<file path="config.mk">
export PLATFORM = sky130hd
export DESIGN_NAME = mrwt_back
export DESIGN_NICKNAME = d
export VERILOG_FILES = /design/src/mrwt_pkg.sv /design/src/mrwt_modmul.sv /design/src/mrwt_back.sv
export SDC_FILE = /design/constraint.sdc
export NUM_CORES = 2
export LEC_CHECK = 0
export BUFFER_PORTS_ARGS = -buffer_cell sky130_fd_sc_hd__buf_2
export CORE_ASPECT_RATIO = 0.7
export CORE_MARGIN = 2
export CORE_UTILIZATION = 35
export CTS_BUF_LIST = sky130_fd_sc_hd__clkbuf_16
export DETAILED_ROUTE_END_ITERATION = 16
export REMOVE_ABC_BUFFERS = 1
export SLEW_MARGIN = 10
export SYNTH_ARGS = -nofsm -noshare
export SYNTH_HDL_FRONTEND = slang
export SYNTH_SLANG_ARGS = --single-unit
export TNS_END_PERCENT = 50
</file>
<file path="constraint.sdc">
create_clock -name clk -period 9.95 [get_ports clk]
set_clock_uncertainty 0.15 [all_clocks]
set_input_delay 1.4925 -clock clk [delete_from_list [all_inputs] [get_ports clk]]
set_output_delay 1.4925 -clock clk [all_outputs]
set_load 0.1 [all_outputs]
</file>
<file path="src/mrwt_pkg.sv">
// Package: shared types and constants for the Miller-Rabin witness test.
package mrwt_pkg;

  localparam int unsigned DefWidth = 64;
  localparam int unsigned QueueDepth = 2;

  typedef enum logic [1:0] {
    ST_IDLE,
    ST_MUL,
    ST_DONE
  } mul_state_t;

  typedef enum logic [2:0] {
    BK_IDLE,
    BK_REDUCE,
    BK_POW,
    BK_SQR,
    BK_OUT
  } back_state_t;

endpackage

</file>
<file path="src/mrwt_modmul.sv">
// Shared modular unit: add-and-double product, one operand bit per cycle.
module mrwt_modmul import mrwt_pkg::*; #(
  parameter int unsigned WIDTH = DefWidth
) (
  input  logic             clk,
  input  logic             rst,
  input  logic             start,
  input  logic [WIDTH-1:0] op_x,
  input  logic [WIDTH-1:0] op_y,
  input  logic [WIDTH-1:0] modulus,
  output logic             done,
  output logic [WIDTH-1:0] product
);

  mul_state_t state, state_next;
  logic [WIDTH-1:0] acc, xr, yr;
  logic [WIDTH:0] acc_sum, x_sum, acc_red, x_red;

  always_comb begin
    acc_sum = {1'b0, acc} + {1'b0, xr};
    acc_red = acc_sum - {1'b0, modulus};
    x_sum = {1'b0, xr} + {1'b0, xr};
    x_red = x_sum - {1'b0, modulus};
  end

  always_comb begin
    state_next = state;
    case (state)
      ST_IDLE: if (start) state_next = ST_MUL;
      ST_MUL: if (yr == '0) state_next = ST_DONE;
      ST_DONE: state_next = ST_IDLE;
      default: state_next = ST_IDLE;
    endcase
  end

  always_ff @(posedge clk) begin
    if (rst) begin
      state <= ST_IDLE;
    end else begin
      state <= state_next;
    end
    case (state)
      ST_IDLE: begin
        acc <= '0;
        xr <= op_x;
        yr <= op_y;
      end
      ST_MUL: begin
        if (yr[0]) acc <= acc_red[WIDTH] ? acc_sum[WIDTH-1:0] : acc_red[WIDTH-1:0];
        xr <= x_red[WIDTH] ? x_sum[WIDTH-1:0] : x_red[WIDTH-1:0];
        yr <= yr >> 1;
      end
      default: ;
    endcase
  end

  assign done = (state == ST_DONE);
  assign product = acc;

endmodule

</file>
<file path="src/mrwt_back.sv">
// Back end: reduces the base, runs the modular power and squarings, holds the verdict.
module mrwt_back import mrwt_pkg::*; #(
  parameter int unsigned WIDTH = DefWidth
) (
  input  logic             clk,
  input  logic             rst,
  input  logic             q_valid,
  output logic             q_pop,
  input  logic [WIDTH-1:0] q_cand,
  input  logic [WIDTH-1:0] q_base,
  input  logic             q_early,
  input  logic             q_prime,
  output logic             out_valid,
  input  logic             out_stall,
  output logic             prime,
  output logic             early
);

  localparam int unsigned SW = $clog2(WIDTH + 1);

  back_state_t state, state_next;
  logic [WIDTH-1:0] n, nm1, ab, xr, acc, ex, rem_new;
  logic [SW-1:0] sleft, bitpos;
  logic phase_sq, mul_start, mul_busy, mul_done, first_hit;
  logic [WIDTH-1:0] mx, my, mprod;
  logic [WIDTH:0] rem_sh, rem_sub;

  mrwt_modmul #(.WIDTH(WIDTH)) u_mul (
    .clk(clk), .rst(rst), .start(mul_start), .op_x(mx), .op_y(my),
    .modulus(n), .done(mul_done), .product(mprod)
  );

  // restoring remainder of the base, one bit per cycle, built up in xr
  always_comb begin
    rem_sh = {xr, ab[WIDTH-1]};
    rem_sub = rem_sh - {1'b0, n};
    rem_new = rem_sub[WIDTH] ? rem_sh[WIDTH-1:0] : rem_sub[WIDTH-1:0];
  end

  assign first_hit = (acc == WIDTH'(1)) || (acc == nm1);

  always_comb begin
    q_pop = 1'b0;
    state_next = state;
    case (state)
      BK_IDLE: begin
        if (q_valid) begin
          q_pop = 1'b1;
          state_next = q_early ? BK_OUT : BK_REDUCE;
        end
      end
      BK_REDUCE: begin
        if (bitpos == SW'(1)) state_next = BK_POW;
      end
      BK_POW: begin
        if (ex == '0 && !mul_busy) state_next = first_hit ? BK_OUT : BK_SQR;
      end
      BK_SQR: begin
        if (!mul_busy && (xr == nm1 || sleft == '0)) state_next = BK_OUT;
      end
      BK_OUT: begin
        if (!out_stall) state_next = BK_IDLE;
      end
      default: state_next = BK_IDLE;
    endcase
  end

  assign mx = phase_sq ? xr : acc;
  assign my = xr;

  always_ff @(posedge clk) begin
    if (rst) begin
      state <= BK_IDLE;
      mul_busy <= 1'b0;
      mul_start <= 1'b0;
    end else begin
      state <= state_next;
      mul_start <= 1'b0;
      if (mul_done) mul_busy <= 1'b0;
      case (state)
        BK_IDLE: begin
          if (q_valid) begin
            n <= q_cand;
            nm1 <= q_cand - WIDTH'(1);
            ex <= q_cand - WIDTH'(1);
            ab <= q_base;
            xr <= '0;
            bitpos <= SW'(WIDTH);
            sleft <= '0;
            prime <= q_prime;
            early <= q_early;
          end
        end
        BK_REDUCE: begin
          xr <= rem_new;
          ab <= ab << 1;
          bitpos <= bitpos - SW'(1);
          // strip trailing zeros of n-1, counting s
          if (!ex[0]) begin
            ex <= ex >> 1;
            sleft <= sleft + SW'(1);
          end
          acc <= WIDTH'(1);
          phase_sq <= 1'b0;
        end
        BK_POW: begin
          if (mul_done) begin
            if (!phase_sq) begin
              acc <= mprod;
              phase_sq <= 1'b1;
            end else begin
              xr <= mprod;
              ex <= ex >> 1;
              phase_sq <= 1'b0;
            end
          end else if (!mul_busy) begin
            if (ex == '0) begin
              if (first_hit) begin
                prime <= 1'b1;
              end else begin
                xr <= acc;
                phase_sq <= 1'b1;
                sleft <= sleft - SW'(1);
              end
            end else if (!phase_sq) begin
              if (ex[0]) begin
                mul_start <= 1'b1;
                mul_busy <= 1'b1;
              end else begin
                phase_sq <= 1'b1;
              end
            end else if (ex == WIDTH'(1)) begin
              // drop the square after the top exponent bit
              ex <= '0;
              phase_sq <= 1'b0;
            end else begin
              mul_start <= 1'b1;
              mul_busy <= 1'b1;
            end
          end
        end
        BK_SQR: begin
          if (mul_done) begin
            xr <= mprod;
            sleft <= sleft - SW'(1);
          end else if (!mul_busy) begin
            if (xr == nm1) begin
              prime <= 1'b1;
            end else if (sleft != '0) begin
              mul_start <= 1'b1;
              mul_busy <= 1'b1;
            end
          end
        end
        default: ;
      endcase
    end
  end

  assign out_valid = (state == BK_OUT);

endmodule

</file>
Yosys cells after proc, flatten, opt, wreduce, memory -nomap -nowiden
Index checks and enable logic that the tools add are counted.
Storage, ports and cells
  word-level logic and storage cells: 190
  register bits: 600
Operators by class
  eq/ne operators: 39
  reductions and logical operators: 29
  add/subtract/negate cells: 9
  mux-type cells: 93
  bitwise logic cells: 1
Operators by type and width (number)
  two-way mux 64 bit: 23
  case mux 64 bit (2 select lines): 5
  case mux 64 bit (4 select lines): 1
  subtractor 65 x 64 -> 65 bit: 3
  case mux 64 bit (3 select lines): 1
  adder 64 x 64 -> 65 bit: 2
  equality test 64 x 1 -> 1 bit (second input constant): 2
  equality test 64 bit: 2
  logical NOT 64 bit: 2
  subtractor 64 x 1 -> 64 bit (second input constant): 1
  two-way mux 7 bit: 8
  two-way mux 1 bit: 38
  != test 2 bit (second input constant): 18
  case mux 7 bit (4 select lines): 1
  two-way mux 3 bit: 7
  != test 3 bit (second input constant): 6
  AND reduction 9 bit: 2
  AND reduction 8 bit: 2
  case mux 3 bit (5 select lines): 1
  case mux 7 bit (2 select lines): 1
  subtractor 7 x 1 -> 7 bit (second input constant): 2
  AND reduction 10 bit: 1
  != test 4 bit (second input constant): 2
  AND reduction 4 bit: 2
  other kinds (26): 38

Depth between registers and ports, before layout
  depth after elaboration: 8
  gate-level depth with buffers: 27

Cells and area by module
A second synthesis with hierarchy kept.
Second synthesis, totals
  cells, all modules: 4765
  area, all modules: 44585.3 um^2
Modules (own cells, without submodules)
  mrwt_back: area an instance 23996.8 um^2, times used 1, seq. area each 12141.6 um^2, cells an instance 2231
  mrwt_modmul: area an instance 20588.5 um^2, times used 1, seq. area each 5805.6 um^2, cells an instance 2534

Least setup slack after synthesis
No wires, ideal clock.
  path type: input to register
  from: input q_valid
  to: register early (enable)
  setup slack: -1197 ps
  library setup time: 636 ps
  required time: 9164 ps
  data arrival time: 10361 ps
  stages: 2
  cells stage by stage: nor4b_1 nor2b_1
On the way
  word-level cells in the longest chain between the ends: 1
RTL lines
  from (decl): RTL line mrwt_back.sv:7  | input logic q_valid,
  AND reduction 3 bit (no source line)
  to (signal assigned): RTL line mrwt_back.sv:91  | early <= q_early;
  to (decl): RTL line mrwt_back.sv:16  | output logic early
Every way passes these cells.
A chain may end at the register's enable or synchronous reset.

Worst setup path after layout
  from: register u_mul.xr[0]
  to: register u_mul.acc[7], in the netlist u_mul.product[7] (data pin)
On the way
  word-level cells in the longest chain between the ends: 5
RTL lines
  from (decl): RTL line mrwt_modmul.sv:16  | logic [WIDTH-1:0] acc, xr, yr;
  from (signal assigned): RTL line mrwt_modmul.sv:45  | xr <= op_x;
  from (signal assigned): RTL line mrwt_modmul.sv:50  | xr <= x_red[WIDTH] ? x_sum[WIDTH-1:0] : x_red[WIDTH-1:0];
  adder 64 x 64 -> 65 bit *: RTL line mrwt_modmul.sv:20  | acc_sum = {1'b0, acc} + {1'b0, xr};
  subtractor 65 x 64 -> 65 bit: RTL line mrwt_modmul.sv:21  | acc_red = acc_sum - {1'b0, modulus};
  two-way mux 64 bit * (2 in a row): RTL line mrwt_modmul.sv:49  | if (yr[0]) acc <= acc_red[WIDTH] ? acc_sum[WIDTH-1:0] : acc_red[WIDTH-1:0];
  case mux 64 bit (2 select lines) *: RTL line mrwt_modmul.sv:42  | case (state)
  to (signal assigned): RTL line mrwt_modmul.sv:49
  to (decl): RTL line mrwt_modmul.sv:16
Mark *: on every way between the ends. The rest lies on a longest branch, timed or not. The select of a mux whose other input is x is not followed.

==> flow_metrics.tcl <==
set metrics [dict create \
    synth-edff-count 593 \
    r2r_setup_slack_ns 2.27 \
    hold_buffers 0 \
    status "finished, final reports clean" \
    avgSynthCellArea_sq_um 9.41 \
    grt_max_degree 94 \
    rsz0062_at_grt "no" \
    dp_hpwl_mm 128 \
    overflow 0 \
    dpl_worst_slack_ns 2.54 \
    syn-cell-area_sq_um 43400 \
    hold_depth 2 \
    rows 108 \
    slowest_delay_ns 0.54 \
    drt-total-wl_mm 165 \
    irDropWorstVdd_uv 226 \
    synthFlopType "edfxtp_1" \
    slew_viol_final 0 \
    ys_seq_area_share_pct 41.3 \
    synth_warnings 0 \
    vias_per_cell 5.99 \
    worst_slack_ns 2.27 \
    seq_area_sq_um 17900 \
    num_vias 37800 \
    core_sq_um 124000 \
    r2r_cells 26 \
    p_per_area_nw_per_um2 322 \
    grt_pass1_vias 33600 \
    grt_first_pass_wirelength_mm 235 \
    maxSlewHeadroom_pct 3.93 \
    ioPinCount 138 \
    min_from "ab[59]" \
    clock_latency_ns 0.67 \
    hold_end "ab[60]" \
    fp.dieH_um 299 \
    r2r-start "u_mul.xr[0]" \
    synthArstFlopShare_pct 0 \
    place.gp.congestion 1.01 \
    drt_iter0_markers 5860 \
    critPathCaptureType "flop" \
    final_layout_size_suffix_gt1_share_pct 7.43 \
    setup_violations 0 \
    htreeDepth 3 \
    final_hold_viol_count 0 \
    cts.path.max_buffers 3 \
    required_ns 10.19 \
    die_w_um 425 \
    crit_arrival_ns 7.92 \
    final.period_utilization_pct 77.2 \
    area_growth_pct 9.95 \
    cts_resized 0 \
    fill_cells 12300 \
    leakage_nw 19.3 \
    min_path_type "reg2reg" \
    antenna_found_initial 20 \
    final_antenna_net_count 0 \
    cts_tree "done" \
    cp_top_family "compound AO/OA/AOI/OAI gates" \
    cap_viol_max_count 0 \
    cts.sinks 600 \
    crit_buf_inv 1 \
    multi_input_area_sq_um 24200 \
    p_total_w 0.0154 \
    drc_errors 0 \
    io_buffer_count 137 \
    startpoint_type "flop" \
    dp.cells 6199 \
    fmax_mhz 130 \
    final_nets 5020 \
    wl_per_cell_um 26.1 \
    grt_usage_pct 25.2 \
    syn_inst 4616 \
    post_cts_buffers 0 \
    r2r-end "u_mul.product[7]" \
    crit_type "reg2reg" \
    holdWs_ns 0.343 \
    die-area_sq_um 127000 \
    fin_cells 6317 \
    worstMarginPinSlew_ns 1.44 \
    ys_seq_elements 600 \
    cts-root-buf "clkbuf_16" \
    dr.pass1.iters 8 \
    clk_transition_reported_paths_ns 0.07 \
    crit_top_cell "a21oi_1" \
    min_period_ns 7.68 \
    numCtsBuffers 67 \
    finalSetupTns_ns 0 \
    initial_utilization_pct 35.2 \
    critPathMaxFanout 93 \
    synth_cell_type_count 98 \
    slowest_stage "a221o_1" \
]
registers in the layout, summed over array words and instances, names as in the netlist:
signal,count
phase_sq,1
acc,64
nm1,64
u_mul.yr,64
u_mul.xr,64
n,64
ex,64
mul_start,1
mul_busy,1
my,64
u_mul.state,2
state,3
sleft,7
u_mul.product,64
prime,1
bitpos,7
ab,64
early,1
logic make-up (layout without fill, tap and decap cells):
family                   Yosys count  count (layout)  synth area share, %
AO/OA/AOI/OAI                   1273            1273                 19.2
XOR/XNOR                         434             434                 8.84
adder cells (fa/ha/maj)          268             268                 7.81
buffers and inverters            373             416                 3.33
flip-flops                       600             600                 41.3
multiplexers                     115             115                 2.66
other                              0               8                    0
AND/OR/NAND/NOR                 1553            1553                 16.9
cells in the mapped netlist, types with 98 or more instances:
| cell type | n | area [sq um] |
|---|---|---|
| a21o_1 | 145 | 1090 |
| a21oi_1 | 410 | 2050 |
| clkbuf_1 | 203 | 762 |
| edfxtp_1 | 593 | 17800 |
| ha_1 | 263 | 3290 |
| inv_1 | 133 | 499 |
| mux2i_1 | 112 | 1120 |
| nand2_1 | 617 | 2320 |
| nor2_1 | 347 | 1300 |
| nor4_1 | 98 | 613 |
| o21ai_0 | 219 | 1100 |
| xnor2_1 | 167 | 1460 |
| xor2_1 | 262 | 2290 |
layout by cell type (no fill, tap or decap), types with 33 or more instances in the layout:
master,synthesis,routed
ha_1,263,263
inv_1,133,141
o21a_1,33,33
nand2_1,617,615
buf_4,4,34
nor2_1,347,343
o21ai_0,219,219
mux2i_1,112,112
nand4_1,81,81
xnor2_1,167,167
a32o_1,61,61
edfxtp_1,593,593
xor2_1,262,261
nor3_1,61,61
a22oi_1,44,44
nor4_1,98,97
nand2b_1,42,42
nor2b_1,41,39
o21bai_1,33,33
buf_2,19,137
clkbuf_16,0,68
a21oi_1,410,409
and2_1,87,84
a211oi_1,74,74
a31oi_1,39,39
a21o_1,145,145
nand3_1,62,62
report_power, final:
part,switching (W),leakage (nW),internal [W]
Sequential,0.000845,6.01,0.00382
Combinational,0.00531,12.3,0.00293
Clock,0.00115,1.04,0.00133
Total,0.00730,19.3,0.00807
worst max-delay path by stage:
stage / cells past startpoint / endpoint / startpoint / slack (ns)
global route: 25 / u_mul.product[12] / u_mul.product[0] / 2.02
finish: 26 / u_mul.product[7] / u_mul.xr[0] / 2.27
floorplan: 2 / early / q_valid / -1.20
global placement: 23 / u_mul.product[12] / u_mul.xr[0] / 2.60
detailed placement: 22 / u_mul.product[42] / u_mul.product[0] / 2.54
CTS: 23 / u_mul.product[12] / u_mul.xr[0] / 2.51
worst reg2reg max path, stage by stage, from the launching register on:
cell and delay [ns]:
edfxtp_1 0.43, ha_1 0.27, fa_1 0.49, a211oi_1 0.51, o211ai_1 0.39, and3_1 0.40
o211ai_2 0.30, o21ai_1 0.23, a21oi_1 0.28, o21ai_0 0.18, a21o_1 0.21, a21oi_1 0.16
xnor2_1 0.18, ha_1 0.34, nand3_1 0.23, a211oi_1 0.07, a311oi_1 0.32, o22ai_1 0.13
or3_1 0.34, a221o_1 0.54, nand3_1 0.16, nand2_1 0.13, xor2_4 0.20, buf_12 0.35
nor2_1 0.22, a21oi_1 0.15, nor2_1 0.06
per-stage QoR:
| stage | area (sq um) | utilization [%] |
|---|---|---|
| global route | 47700 | 38.7 |
| floorplan | 42500 | - |
| CTS | 47700 | 38.6 |
| finish | 47800 | 38.7 |
| detailed placement | 45700 | 37.0 |
| global placement | 45700 | 37.0 |
cell type report:
class,instances,area share [%]
antenna,8,0.0419
inverter,134,1.06
clock buffer,68,3.56
tap,1650,4.32
multi-input combinational,3643,50.7
timing repair buffer,172,2.01
sequential,600,37.6
clock inverter,42,0.755
per-layer routing:
metal / share of wire [%] / wire length [um] / track usage, % / vias up
met1: 48 / 78700 / 40.6 / 18200
met4: 2.4 / 4040 / 6.20 / 14
met3: 14 / 23400 / 8.65 / 216
met2: 36 / 58900 / 30.5 / 2281
met5: 0.051 / 85 / 0 / -
li1: - / - / - / 17100
(Power assumes the default switching activity.)
